`config.mk`:
```
export PLATFORM = sky130hd
export DESIGN_NAME = alignment_ops_to_match_blocks_core
export DESIGN_NICKNAME = d
export VERILOG_FILES = /design/src/hw/rtl/amb_pkg.sv /design/src/hw/rtl/alignment_ops_to_match_blocks_core.sv /design/src/hw/rtl/amb_fifo.sv /design/src/hw/rtl/amb_front.sv /design/src/hw/rtl/amb_back.sv
export SDC_FILE = /design/constraint.sdc
export NUM_CORES = 2
export LEC_CHECK = 0
export BUFFER_PORTS_ARGS = -buffer_cell sky130_fd_sc_hd__buf_2
export CAP_MARGIN = 20
export CORE_MARGIN = 2
export CORE_UTILIZATION = 54
export DETAILED_ROUTE_END_ITERATION = 6
export PLACE_DENSITY_LB_ADDON = 0.3
export SYNTH_ARGS = -nofsm -noshare
export SYNTH_HDL_FRONTEND = slang
export SYNTH_SLANG_ARGS = --single-unit
```
`constraint.sdc`:
```
create_clock -name clk -period 17 [get_ports clk]
set_input_delay 3.4 -clock clk [delete_from_list [all_inputs] [get_ports clk]]
set_output_delay 3.4 -clock clk [all_outputs]
set_load 0.005 [all_outputs]
```
`src/hw/rtl/amb_pkg.sv`:
```
// ============================================================================
// amb_pkg
// Shared types and constants for the alignment-op to match-block converter.
// ============================================================================
package amb_pkg;

    // Field widths
    localparam int unsigned NAME_W      = 63;
    localparam int unsigned COORD_BITS  = 40;
    localparam int unsigned LEN_W       = 32;
    localparam int unsigned TRIM_W      = 16;
    localparam int unsigned OP_W        = 2;

    // Configuration port
    localparam int unsigned APB_DATA_W  = 32;
    localparam int unsigned APB_ADDR_W  = 3;
    localparam logic        REG_TRIM    = 1'b0;   // register index bit paddr[2]

    // Operation codes
    localparam logic [OP_W-1:0] OP_HEADER = 2'd0;
    localparam logic [OP_W-1:0] OP_MATCH  = 2'd1;
    localparam logic [OP_W-1:0] OP_GAP_Y  = 2'd2;  // moves x only
    localparam logic [OP_W-1:0] OP_GAP_X  = 2'd3;  // moves y only

    typedef struct packed {
        logic [OP_W-1:0]       op;
        logic [NAME_W-1:0]     x_name;
        logic [NAME_W-1:0]     y_name;
        logic [COORD_BITS-1:0] x_start;
        logic [COORD_BITS-1:0] y_start;
        logic                  x_plus;
        logic                  y_plus;
        logic [LEN_W-1:0]      op_length;
    } item_t;

    typedef struct packed {
        logic [NAME_W-1:0]     block_x_name;
        logic [NAME_W-1:0]     block_y_name;
        logic [COORD_BITS-1:0] block_x_start;
        logic [COORD_BITS-1:0] block_y_start;
        logic [LEN_W-1:0]      block_length;
        logic                  same_strand;
    } block_t;

    // Untrimmed block passed from front to back
    typedef struct packed {
        logic [NAME_W-1:0]     x_name;
        logic [NAME_W-1:0]     y_name;
        logic [COORD_BITS-1:0] x_start;
        logic [COORD_BITS-1:0] y_start;
        logic [LEN_W-1:0]      length;
        logic                  same_strand;
    } raw_block_t;

endpackage

```
`src/hw/rtl/alignment_ops_to_match_blocks_core.sv`:
```
// ============================================================================
// alignment_ops_to_match_blocks_core
// Alignment-op stream to trimmed match-block converter, top level.
// ============================================================================
// Takes one op word per clock while full is low. A header loads names,
// starts and strands; a gap moves one axis; a nonzero match moves both axes
// and yields a block, which is trimmed by the trim register at both ends and
// dropped if nothing is left. The front end keeps the coordinates with one
// adder per axis and does all of its work in the accept cycle, so a new op is
// taken every clock unless full is high. A match is registered in the queue
// between front and back, then moves into the result queue once that has
// room; the result queue's head is read out without a register stage. Full
// rises only when the front-to-back queue (QUEUE_DEPTH words) has filled,
// which happens only after the two-word result queue has filled because
// results are not being popped.
module alignment_ops_to_match_blocks_core #(
    parameter int unsigned QUEUE_DEPTH = 2
) (
    input  logic                              clk,
    input  logic                              rst_n,
    // op input
    input  logic                              push,
    input  amb_pkg::item_t                    op_item,
    output logic                              full,
    // block output
    output logic                              empty,
    input  logic                              pop,
    output amb_pkg::block_t                   match_block,
    // configuration
    input  logic                              psel,
    input  logic                              penable,
    input  logic                              pwrite,
    input  logic [amb_pkg::APB_ADDR_W-1:0]    paddr,
    input  logic [amb_pkg::APB_DATA_W-1:0]    pwdata,
    output logic [amb_pkg::APB_DATA_W-1:0]    prdata,
    output logic                              pready
);

    localparam int unsigned RAW_W = $bits(amb_pkg::raw_block_t);
    localparam int unsigned BLK_W = $bits(amb_pkg::block_t);

    logic [amb_pkg::TRIM_W-1:0] trim_reg, trim_next;
    logic                       cfg_wr;
    logic                       accept;
    logic                       raw_push;
    logic                       raw_full;
    logic                       raw_empty;
    logic                       raw_pop;
    amb_pkg::raw_block_t        raw_wr;
    amb_pkg::raw_block_t        raw_rd;
    logic                       out_push;
    logic                       out_full;
    amb_pkg::block_t            out_wr;

    // Configuration register
    assign pready = 1'b1;
    assign cfg_wr = psel && penable && pwrite && pready && (paddr[2] == amb_pkg::REG_TRIM);
    assign trim_next = cfg_wr ? pwdata[amb_pkg::TRIM_W-1:0] : trim_reg;
    assign prdata = (paddr[2] == amb_pkg::REG_TRIM)
                  ? {{(amb_pkg::APB_DATA_W - amb_pkg::TRIM_W){1'b0}}, trim_reg} : '0;

    always_ff @(posedge clk or negedge rst_n)
    begin
        if (!rst_n)
        begin
            trim_reg <= '0;
        end
        else
        begin
            trim_reg <= trim_next;
        end
    end

    // Accept an op whenever the front-to-back queue has room
    assign full   = raw_full;
    assign accept = push && !raw_full;

    amb_front u_front (
        .clk       (clk),
        .rst_n     (rst_n),
        .accept    (accept),
        .op_item   (op_item),
        .raw_push  (raw_push),
        .raw_block (raw_wr)
    );

    amb_fifo #(
        .WIDTH (RAW_W),
        .DEPTH (QUEUE_DEPTH)
    ) u_raw_q (
        .clk     (clk),
        .rst_n   (rst_n),
        .wr_en   (raw_push),
        .wr_data (raw_wr),
        .full    (raw_full),
        .rd_en   (raw_pop),
        .rd_data (raw_rd),
        .empty   (raw_empty)
    );

    amb_back u_back (
        .clk       (clk),
        .rst_n     (rst_n),
        .trim      (trim_reg),
        .raw_empty (raw_empty),
        .raw_block (raw_rd),
        .raw_pop   (raw_pop),
        .out_full  (out_full),
        .out_push  (out_push),
        .out_block (out_wr)
    );

    amb_fifo #(
        .WIDTH (BLK_W),
        .DEPTH (2)
    ) u_out_q (
        .clk     (clk),
        .rst_n   (rst_n),
        .wr_en   (out_push),
        .wr_data (out_wr),
        .full    (out_full),
        .rd_en   (pop),
        .rd_data (match_block),
        .empty   (empty)
    );

endmodule

```
`src/hw/rtl/amb_fifo.sv`:
```
// ============================================================================
// amb_fifo
// Small register-based FIFO with full/empty flags and combinational read.
// ============================================================================
module amb_fifo #(
    parameter int unsigned WIDTH = 8,
    parameter int unsigned DEPTH = 2
) (
    input  logic             clk,
    input  logic             rst_n,
    input  logic             wr_en,
    input  logic [WIDTH-1:0] wr_data,
    output logic             full,
    input  logic             rd_en,
    output logic [WIDTH-1:0] rd_data,
    output logic             empty
);

    localparam int unsigned PTR_W = (DEPTH > 1) ? $clog2(DEPTH) : 1;
    localparam int unsigned CNT_W = $clog2(DEPTH + 1);
    localparam logic [PTR_W-1:0] LAST_PTR = PTR_W'(DEPTH - 1);
    localparam logic [CNT_W-1:0] FULL_CNT = CNT_W'(DEPTH);

    logic [WIDTH-1:0] mem_reg [DEPTH];
    logic [PTR_W-1:0] wr_ptr_reg, wr_ptr_next;
    logic [PTR_W-1:0] rd_ptr_reg, rd_ptr_next;
    logic [CNT_W-1:0] count_reg, count_next;
    logic             do_wr;
    logic             do_rd;

    assign full    = (count_reg == FULL_CNT);
    assign empty   = (count_reg == '0);
    assign rd_data = mem_reg[rd_ptr_reg];
    assign do_wr   = wr_en && !full;
    assign do_rd   = rd_en && !empty;

    // Advance pointers and occupancy
    always_comb
    begin
        wr_ptr_next = wr_ptr_reg;
        rd_ptr_next = rd_ptr_reg;
        count_next  = count_reg;
        if (do_wr)
        begin
            wr_ptr_next = (wr_ptr_reg == LAST_PTR) ? '0 : wr_ptr_reg + 1'b1;
        end
        if (do_rd)
        begin
            rd_ptr_next = (rd_ptr_reg == LAST_PTR) ? '0 : rd_ptr_reg + 1'b1;
        end
        if (do_wr && !do_rd)
        begin
            count_next = count_reg + 1'b1;
        end
        else if (do_rd && !do_wr)
        begin
            count_next = count_reg - 1'b1;
        end
    end

    always_ff @(posedge clk or negedge rst_n)
    begin
        if (!rst_n)
        begin
            wr_ptr_reg <= '0;
            rd_ptr_reg <= '0;
            count_reg  <= '0;
        end
        else
        begin
            wr_ptr_reg <= wr_ptr_next;
            rd_ptr_reg <= rd_ptr_next;
            count_reg  <= count_next;
        end
    end

    // Store words; storage needs no reset
    always_ff @(posedge clk)
    begin
        if (do_wr)
        begin
            mem_reg[wr_ptr_reg] <= wr_data;
        end
    end

`ifndef SYNTHESIS
    a_count_bound: assert property (@(posedge clk) disable iff (!rst_n)
        count_reg <= FULL_CNT)
        else $error("fifo occupancy beyond depth");

    a_pop_moves_ptr: assert property (@(posedge clk) disable iff (!rst_n)
        (rd_en && !empty) |=> (rd_ptr_reg != $past(rd_ptr_reg)) || (DEPTH == 1))
        else $error("read pointer did not advance on pop");
`endif

endmodule

```
`src/hw/rtl/amb_front.sv`:
```
// ============================================================================
// amb_front
// Decodes alignment ops, tracks both coordinates, and emits untrimmed blocks.
// ============================================================================
module amb_front (
    input  logic                clk,
    input  logic                rst_n,
    input  logic                accept,
    input  amb_pkg::item_t      op_item,
    output logic                raw_push,
    output amb_pkg::raw_block_t raw_block
);

    localparam int unsigned CW = amb_pkg::COORD_BITS;

    logic [CW-1:0]              x_pos_reg, x_pos_next;
    logic [CW-1:0]              y_pos_reg, y_pos_next;
    logic                       x_fwd_reg, x_fwd_next;
    logic                       y_fwd_reg, y_fwd_next;
    logic [amb_pkg::NAME_W-1:0] x_name_reg, x_name_next;
    logic [amb_pkg::NAME_W-1:0] y_name_reg, y_name_next;
    logic [CW-1:0]              len_ext;
    logic [CW-1:0]              x_moved;
    logic [CW-1:0]              y_moved;

    // One adder per axis: forward adds, reverse subtracts
    assign len_ext = CW'(op_item.op_length);
    assign x_moved = x_fwd_reg ? (x_pos_reg + len_ext) : (x_pos_reg - len_ext);
    assign y_moved = y_fwd_reg ? (y_pos_reg + len_ext) : (y_pos_reg - len_ext);

    // Classify the op and update position state
    always_comb
    begin
        x_pos_next  = x_pos_reg;
        y_pos_next  = y_pos_reg;
        x_fwd_next  = x_fwd_reg;
        y_fwd_next  = y_fwd_reg;
        x_name_next = x_name_reg;
        y_name_next = y_name_reg;
        raw_push    = 1'b0;
        if (accept)
        begin
            unique case (op_item.op)
                amb_pkg::OP_HEADER:
                begin
                    x_name_next = op_item.x_name;
                    y_name_next = op_item.y_name;
                    x_pos_next  = op_item.x_start;
                    y_pos_next  = op_item.y_start;
                    x_fwd_next  = op_item.x_plus;
                    y_fwd_next  = op_item.y_plus;
                end
                amb_pkg::OP_GAP_Y:
                begin
                    x_pos_next = x_moved;
                end
                amb_pkg::OP_GAP_X:
                begin
                    y_pos_next = y_moved;
                end
                amb_pkg::OP_MATCH:
                begin
                    if (op_item.op_length != '0)
                    begin
                        x_pos_next = x_moved;
                        y_pos_next = y_moved;
                        raw_push   = 1'b1;
                    end
                end
                default:
                begin
                    x_pos_next = x_pos_reg;
                end
            endcase
        end
    end

    // Block start: current position on plus strand, moved position on minus
    always_comb
    begin
        raw_block.x_name      = x_name_reg;
        raw_block.y_name      = y_name_reg;
        raw_block.x_start     = x_fwd_reg ? x_pos_reg : x_moved;
        raw_block.y_start     = y_fwd_reg ? y_pos_reg : y_moved;
        raw_block.length      = op_item.op_length;
        raw_block.same_strand = (x_fwd_reg == y_fwd_reg);
    end

    always_ff @(posedge clk or negedge rst_n)
    begin
        if (!rst_n)
        begin
            x_pos_reg  <= '0;
            y_pos_reg  <= '0;
            x_fwd_reg  <= 1'b1;
            y_fwd_reg  <= 1'b1;
            x_name_reg <= '0;
            y_name_reg <= '0;
        end
        else
        begin
            x_pos_reg  <= x_pos_next;
            y_pos_reg  <= y_pos_next;
            x_fwd_reg  <= x_fwd_next;
            y_fwd_reg  <= y_fwd_next;
            x_name_reg <= x_name_next;
            y_name_reg <= y_name_next;
        end
    end

`ifndef SYNTHESIS
    a_header_loads: assert property (@(posedge clk) disable iff (!rst_n)
        (accept && op_item.op == amb_pkg::OP_HEADER)
        |=> (x_pos_reg == $past(op_item.x_start)) && (y_pos_reg == $past(op_item.y_start)))
        else $error("header did not load start coordinates");

    a_gap_holds_names: assert property (@(posedge clk) disable iff (!rst_n)
        (accept && op_item.op != amb_pkg::OP_HEADER)
        |=> $stable(x_name_reg) && $stable(y_name_reg))
        else $error("names changed on a non-header op");
`endif

endmodule

```
`src/hw/rtl/amb_back.sv`:
```
// ============================================================================
// amb_back
// Trims queued blocks, drops those with no length left, and fills the
// result queue.
// ============================================================================
module amb_back (
    input  logic                          clk,
    input  logic                          rst_n,
    input  logic [amb_pkg::TRIM_W-1:0]    trim,
    input  logic                          raw_empty,
    input  amb_pkg::raw_block_t           raw_block,
    output logic                          raw_pop,
    input  logic                          out_full,
    output logic                          out_push,
    output amb_pkg::block_t               out_block
);

    localparam int unsigned CW = amb_pkg::COORD_BITS;
    localparam int unsigned LW = amb_pkg::LEN_W;

    logic [amb_pkg::TRIM_W:0] cut;
    logic [LW-1:0]            cut_ext;
    logic                     keep;

    // Both ends lose trim bases
    assign cut     = {trim, 1'b0};
    assign cut_ext = LW'(cut);
    assign keep    = (raw_block.length > cut_ext);

    // Drain the queue whenever the result queue has room
    assign raw_pop  = !raw_empty && !out_full;
    assign out_push = raw_pop && keep;

    always_comb
    begin
        out_block.block_x_name  = raw_block.x_name;
        out_block.block_y_name  = raw_block.y_name;
        out_block.block_x_start = raw_block.x_start + CW'(trim);
        out_block.block_y_start = raw_block.y_start + CW'(trim);
        out_block.block_length  = raw_block.length - cut_ext;
        out_block.same_strand   = raw_block.same_strand;
    end

`ifndef SYNTHESIS
    a_len_positive: assert property (@(posedge clk) disable iff (!rst_n)
        out_push |-> out_block.block_length != '0)
        else $error("emitted block has zero length");

    a_no_push_when_full: assert property (@(posedge clk) disable iff (!rst_n)
        out_full |-> !out_push && !raw_pop)
        else $error("back end advanced into a full result queue");
`endif

endmodule

```
After elaboration in Yosys (flattened, before gate mapping)

Memory sizes are Yosys's and may differ from the RTL's.
Cells that the tools add are included.

Bits in registers: 232
Memory bits (writable): 956
Memories: 2

Mux-type cells: 24
$lt $le $gt $ge: 1
Eq/ne operators: 7
Bitwise logic cells: 1
Add/sub/neg operators: 15
Reduce and logical (&&, ||, !) cells: 33

Memories:

| name            | words | bits a word | read ports | clocked after memory_dff | write ports | line           | RTL |
|---|---|---|---|---|---|---|---|
| u_out_q.mem_reg | 2     | 239         | 1          | 0                        | 1           | amb_fifo.sv:24 | `logic [WIDTH-1:0] mem_reg [DEPTH];` |
| u_raw_q.mem_reg | 2     | 239         | 1          | 0                        | 1           | amb_fifo.sv:24 |  |

Operators with widths:

| kind                  | number |
|---|---|
| $mux W40              | 6 |
| $pmux W40 S3          | 2 |
| $add A40 B16 Y40      | 2 |
| $add A40 B32 Y40      | 2 |
| $sub A40 B32 Y40      | 2 |
| $gt A32 B17 Y1        | 1 |
| $reduce_bool A32 Y1   | 1 |
| $sub A32 B17 Y32      | 1 |
| $mux W16              | 1 |
| $logic_and A1 B1 Y1   | 14 |
| $mux W1               | 11 |
| $eq A2 B2 Y1 const B  | 4 |
| $logic_not A1 Y1      | 8 |
| $mux W2               | 4 |
| $logic_not A2 Y1      | 3 |
| $reduce_and A3 Y1     | 2 |
| $reduce_bool A3 Y1    | 2 |
| $add A1 B1 Y1 const B | 4 |
| $add A2 B1 Y2 const B | 2 |
| $reduce_bool A2 Y1    | 2 |
| $sub A2 B1 Y2 const B | 2 |
| $eq A2 B1 Y1 const B  | 1 |
| $ne A2 B1 Y1 const B  | 1 |
| $reduce_and A2 Y1     | 1 |
| 2 further kinds       | 2 |

Logic depth before layout (Yosys ltp)

Depth after elaboration: 9
Gate-level depth with buffers: 25
Gate-level depth less buffers: 20

Modules after synthesis

Synthesis repeated with hierarchy kept, for this count alone.

Cell total of the unflattened synthesis: 3944
Area, all modules: 57436.3 sq um

Modules (own cells, without submodules):

| module                             | times used | cells an instance | area an instance (sq um) |
|---|---|---|---|
| amb_fifo                           | 2          | 763               | 18464.0 |
| amb_front                          | 1          | 1706              | 15021.9 |
| amb_back                           | 1          | 641               | 4580.6 |
| alignment_ops_to_match_blocks_core | 1          | 71                | 905.9 |

Worst setup path before layout

No wires, ideal clock.

Kind: input port to flip-flop
Start point: in op_item[11] (netlist name)
End point: mem u_raw_q.mem_reg[0][0] (netlist name) (enable)
Required time: 16.128 ns
Path buffers: 2
Slack: 0.841 ns
Stages: 9
Arrival time: 15.287 ns
Path through: clkbuf_1 > nor3_1 > nand4_1 > nor3_1 > nand2b_1 > nor3_1 > buf_2 > nor3b_1 > nor2b_1

Word-level cells in the longest chain between the ends: 7

RTL lines:

| element                       | line                                     | RTL |
|---|---|---|
| from (decl)                   | alignment_ops_to_match_blocks_core.sv:23 | `input amb_pkg::item_t op_item,` |
| $reduce_bool A32 Y1           | amb_front.sv:63                          | `if (op_item.op_length != '0)` |
| $mux W1                       | amb_front.sv:63                          |  |
| $mux W1                       | amb_front.sv:43                          | `unique case (op_item.op)` |
| $mux W1                       | amb_front.sv:41                          | `if (accept)` |
| $logic_and A1 B1 Y1           | amb_fifo.sv:34                           | `assign do_wr = wr_en && !full;` |
| via u_raw_q.do_wr             | amb_fifo.sv:28                           | `logic do_wr;` |
| $mux W1                       | amb_fifo.sv:80                           | `if (do_wr)` |
| $mux W1 (not written as such) | amb_fifo.sv:82                           | `mem_reg[wr_ptr_reg] <= wr_data;` |
| to (decl)                     | amb_fifo.sv:24                           |  |

The timed path passes the listed nets, and every way through them passes these cells.

==> results_tabular.tex <==
\begin{tabular}{lr}
\hline
Metric & Value \\
\hline
\multicolumn{2}{l}{\textbf{Finish}} \\
Final net count & 4762 \\
Layout cells sized above 1 & 0.305 \\
Post-layout utilization of the core & 0.623 \\
Relative area change from synthesis to final layout & 14.8\% \\
\multicolumn{2}{l}{\textbf{Pwr}} \\
Largest vdd supply drop & approximately 0.18 mV \\
Leakage Power & around 24 nW \\
Areal power density over the cells & 214 nW/µm² \\
\multicolumn{2}{l}{\textbf{Clocking}} \\
Hold bufs inserted after CTS & 0 \\
CTS tree & built \\
Insertion delay of the later-clocked pin in the worst-skew pair & 0.70 ns \\
Maximum buffer depth of the clock tree & 3 \\
Number of clock sinks & around 1200 \\
Resized Gates After CTS & 0 \\
Clock input transition at the sequential cells of the worst setup and hold paths & 0.06 ns \\
Setup Buffers After CTS & 0 \\
Htree depth & 3 \\
Num CTS Buffers & between 100 and 150 \\
Clock root cell & sky130\_fd\_sc\_hd\_\_clkbuf\_16 \\
\multicolumn{2}{l}{\textbf{Yosys}} \\
Synthesized netlist cell count & 3820 \\
Post-synthesis area per instance & 14.1 µm² \\
Total of flip-flops plus latches after synthesis & 1188 \\
Xor/xnor share of the synthesized area & 0.0407 \\
Fraction of the yosys area taken by sequential cells & 0.639 \\
YS warnings & 0 \\
EDFF count, synth & around 960 \\
Main combinational cell family by area after synthesis & multiplexers \\
Cell types occupying the most area after synthesis & sky130\_fd\_sc\_hd\_\_edfxtp\_1 53\%, sky130\_fd\_sc\_hd\_\_mux2\_2 12\%, sky130\_fd\_sc\_hd\_\_dfrtp\_1 11\% \\
Dominant synthesized flop cell & sky130\_fd\_sc\_hd\_\_edfxtp\_1 \\
Synth area leader & sky130\_fd\_sc\_hd\_\_edfxtp\_1 \\
Post-Synth Simple-Gate Area & 0.0639 \\
Mux cell area share after synthesis & 0.132 \\
Synth cell types & 79 \\
Area share of the largest cell type after synthesis & 0.532 \\
Synthesized-area fraction occupied by ao, oa, aoi and oai cells & 0.0717 \\
Share of synthesized flip-flops with an asynchronous set or reset & 0.195 \\
Adder-cell share of the synthesized area & 0.0341 \\
Cell area after technology mapping & 54000 µm² \\
\multicolumn{2}{l}{\textbf{Critical path}} \\
Worst setup startpoint & op\_item[0] \\
Critical path capture point type & register \\
Data required time at the worst endpoint & about 17 ns \\
Startpoint of the lowest-slack register-to-register path & u\_raw\_q.rd\_ptr\_reg\$\_DFFE\_PN0P\_ \\
Type of origin of the critical path & input pin \\
Max Fanout on Critical Path & 8 \\
Setup slack on the worst flop-to-flop path & 10.47 ns \\
Category of the critical setup timing path & input pin to register \\
Number of cells on the worst reg-to-reg path & 15 \\
Worst reg2reg path endpoint & u\_out\_q.mem\_reg[1][151]\$\_DFFE\_PP\_ \\
Last element of the critical path & u\_raw\_q.mem\_reg[1][110]\$\_DFFE\_PP\_ \\
WP data arrival & just under 9 ns \\
\multicolumn{2}{l}{\textbf{Detailed routing}} \\
Via count & 32777 \\
First DRT Iteration DRCs & 2494 \\
Number of detailed-route iterations in the first pass & 6 \\
Avg WL per Cell & around 23 µm \\
DRC Markers & 0 \\
Antenna violation net count after detailed routing & 0 \\
Via density & approximately 5.7 \\
WL final & 129 mm \\
\multicolumn{2}{l}{\textbf{Timing}} \\
Number of hold violations in the final report & 0 \\
Period utilization & 0.503 \\
Max Transition Viols Final & 0 \\
Worst rel slew slack & 0.228 \\
Fmax & approximately 120 MHz \\
Setup TNS after final layout & 0 ns \\
Setup clock skew after layout & 0.0375 ns \\
Tmin final & 8.55 ns \\
Unrepaired setup endpoints after global routing & no \\
Final setup violation count & 0 \\
Actual transition at the worst max-transition pin & 1.13 ns \\
\multicolumn{2}{l}{\textbf{Placed design}} \\
Detailed Place HPWL & about 90 mm \\
GP Congestion & 0.922 \\
I/O Buffers & 522 \\
\multicolumn{2}{l}{\textbf{GRT}} \\
First-pass GRT wire length & 193 mm \\
Pin count of the biggest net entering global routing & 139 \\
GRT Util Overall & 0.247 \\
Initial antenna violation count & 21 \\
Total global routing overflow & 0 \\
Via count of the first global-routing pass & 32289 \\
\multicolumn{2}{l}{\textbf{Die}} \\
Standard-cell rows & 116 \\
Total Die Area & just over 100000 µm² \\
Initial core utilization & 0.542 \\
Number of placed I/O pins & approximately 560 \\
Die Y & 320 µm \\
Width of the chip & 320 µm \\
Floorplan Core Area & 99600 µm² \\
\multicolumn{2}{l}{\textbf{Run}} \\
Total of max-cap violations & 0 \\
\multicolumn{2}{l}{\textbf{Min path}} \\
Class of the tightest hold or removal check & register to register \\
\multicolumn{2}{l}{\textbf{Run status}} \\
Outcome & completed \\
\hline
\end{tabular}
## worst max-delay path, stage by stage
cell                       delay [ns]
sky130_fd_sc_hd__buf_2           0.16
sky130_fd_sc_hd__inv_1           0.11
sky130_fd_sc_hd__ha_1            0.33
sky130_fd_sc_hd__and3_1          0.26
sky130_fd_sc_hd__nand2_1         0.08
sky130_fd_sc_hd__or3_1           0.36
sky130_fd_sc_hd__nor4b_1         0.61
sky130_fd_sc_hd__nor3b_1         0.32
sky130_fd_sc_hd__nor2_1          0.09
sky130_fd_sc_hd__xor2_1          0.18
sky130_fd_sc_hd__ha_1            0.36
sky130_fd_sc_hd__a21oi_1         0.16
sky130_fd_sc_hd__o21ai_0         0.12
sky130_fd_sc_hd__a211oi_1        0.34
sky130_fd_sc_hd__a21oi_1         0.14
sky130_fd_sc_hd__a32oi_1         0.43
sky130_fd_sc_hd__o21ai_0         0.23
sky130_fd_sc_hd__a41oi_1         0.36
sky130_fd_sc_hd__a21oi_1         0.19
sky130_fd_sc_hd__xnor2_1         0.15
sky130_fd_sc_hd__o21ai_0         0.54
## final cells by class
type,count,area [µm²]
antenna,13,32.5
multi-input combinational,2409,18600
clock buffer,161,3200
fill,7512,37600
tap,1298,1620
timing repair buffer,559,2950
sequential,1188,34500
clock inverter,61,820
inverter,59,221
## worst min-delay path by stage
stage	start	to	slack, ns	cells past startpoint
5_1_grt	u_front.x_name_reg[1]$_DFFE_PN0P_	u_raw_q.mem_reg[1][177]$_DFFE_PP_	0.47	0
3_3_place_gp	u_front.x_name_reg[62]$_DFFE_PN0P_	u_raw_q.mem_reg[1][238]$_DFFE_PP_	0.44	0
4_1_cts	u_front.x_name_reg[40]$_DFFE_PN0P_	u_raw_q.mem_reg[0][216]$_DFFE_PP_	0.46	0
2_1_floorplan	u_front.y_name_reg[0]$_DFFE_PN0P_	u_raw_q.mem_reg[0][113]$_DFFE_PP_	0.44	0
3_5_place_dp	u_front.x_name_reg[40]$_DFFE_PN0P_	u_raw_q.mem_reg[1][216]$_DFFE_PP_	0.45	0
6_report	u_front.y_name_reg[7]$_DFFE_PN0P_	u_raw_q.mem_reg[1][120]$_DFFE_PP_	0.46	0
## cell usage after synthesis, drive strengths merged, types with 20 or more instances
cell type    n
a21o        73
and3        30
nand2      235
a21oi      170
o21ai      194
nor3        52
nand4       22
dfrtp      230
a31oi       23
nand3       48
mux2i       59
edfxtp     956
nor2       208
nand2b      20
buf         58
mux2       580
nor2b       33
xnor2      106
o21a        38
clkbuf     121
inv         59
or3         21
xor2       145
ha         139
## metal layers
| metal | wire length, µm | GRT usage | up-vias | share of wire |
|---|---|---|---|---|
| met5 | 113 | 0 | - | 0.00087 |
| met4 | 4000 | 0.0868 | 18 | 0.031 |
| met2 | 62600 | 0.412 | 1021 | 0.48 |
| met3 | 7970 | 0.0411 | 200 | 0.062 |
| met1 | 54700 | 0.329 | 16200 | 0.42 |
| li1 | - | - | 15338 | - |
## kinds of logic after synthesis
logic type | Yosys count
buffers and inverters | 238
and+or+nand+nor | 733
xor gates and xnor gates | 251
muxes | 639
adders and majority gates | 144
AOI/OAI and AO/OA | 625
other | 2
DFF | 1188
## through the flow
stage | setup slack [ns] | instances | cell area, µm² | total power [mW] | hold WS, ns
after global routing | 8.02 | 5741 | 62000 | 14.0 | 0.475
after CTS | 8.75 | 5735 | 62000 | 13.3 | 0.464
after global placement | 8.10 | 5513 | 57900 | 10.4 | 0.440
after detailed placement | 8.01 | 5513 | 57900 | 10.6 | 0.450
final | 8.45 | 5748 | 62000 | 13.3 | 0.456
after floorplan | 0.841 | 3835 | 54100 | 8.94 | 0.437
## power by group
group          total [mW]  switching, mW  internal [mW]
Sequential           5.16          0.461           4.70
Clock                2.68           1.09           1.58
Combinational        5.42           3.20           2.22
Total                13.3           4.75           8.50
## layout by cell type, fill, tap and decap left out, types with 9 or more instances in the layout
cell type	synthesis	routed
sky130_fd_sc_hd__a211o_1	11	10
sky130_fd_sc_hd__a211oi_1	19	17
sky130_fd_sc_hd__a21o_1	73	73
sky130_fd_sc_hd__a21oi_1	170	170
sky130_fd_sc_hd__a31oi_1	23	23
sky130_fd_sc_hd__and2_1	11	9
sky130_fd_sc_hd__and3_1	30	30
sky130_fd_sc_hd__buf_2	29	521
sky130_fd_sc_hd__buf_4	17	33
sky130_fd_sc_hd__bufinv_16	0	17
sky130_fd_sc_hd__clkbuf_1	121	33
sky130_fd_sc_hd__clkbuf_16	0	117
sky130_fd_sc_hd__clkbuf_8	0	11
sky130_fd_sc_hd__clkinv_1	0	14
sky130_fd_sc_hd__clkinv_2	0	14
sky130_fd_sc_hd__conb_1	2	17
sky130_fd_sc_hd__dfrtp_1	230	228
sky130_fd_sc_hd__diode_2	0	13
sky130_fd_sc_hd__edfxtp_1	956	956
sky130_fd_sc_hd__ha_1	139	139
sky130_fd_sc_hd__inv_1	59	58
sky130_fd_sc_hd__mux2_2	580	580
sky130_fd_sc_hd__mux2i_1	59	59
sky130_fd_sc_hd__nand2_1	235	235
sky130_fd_sc_hd__nand2b_1	20	20
sky130_fd_sc_hd__nand3_1	48	47
sky130_fd_sc_hd__nand4_1	22	22
sky130_fd_sc_hd__nor2_1	206	205
sky130_fd_sc_hd__nor2b_1	33	31
sky130_fd_sc_hd__nor3_1	52	51
sky130_fd_sc_hd__nor4_1	18	18
sky130_fd_sc_hd__o211ai_1	11	11
sky130_fd_sc_hd__o21a_1	38	38
sky130_fd_sc_hd__o21ai_0	193	193
sky130_fd_sc_hd__o21bai_1	11	11
sky130_fd_sc_hd__or3_1	20	20
sky130_fd_sc_hd__xnor2_1	106	106
sky130_fd_sc_hd__xor2_1	145	145
Note: power is estimated with default switching activity, not from simulation.
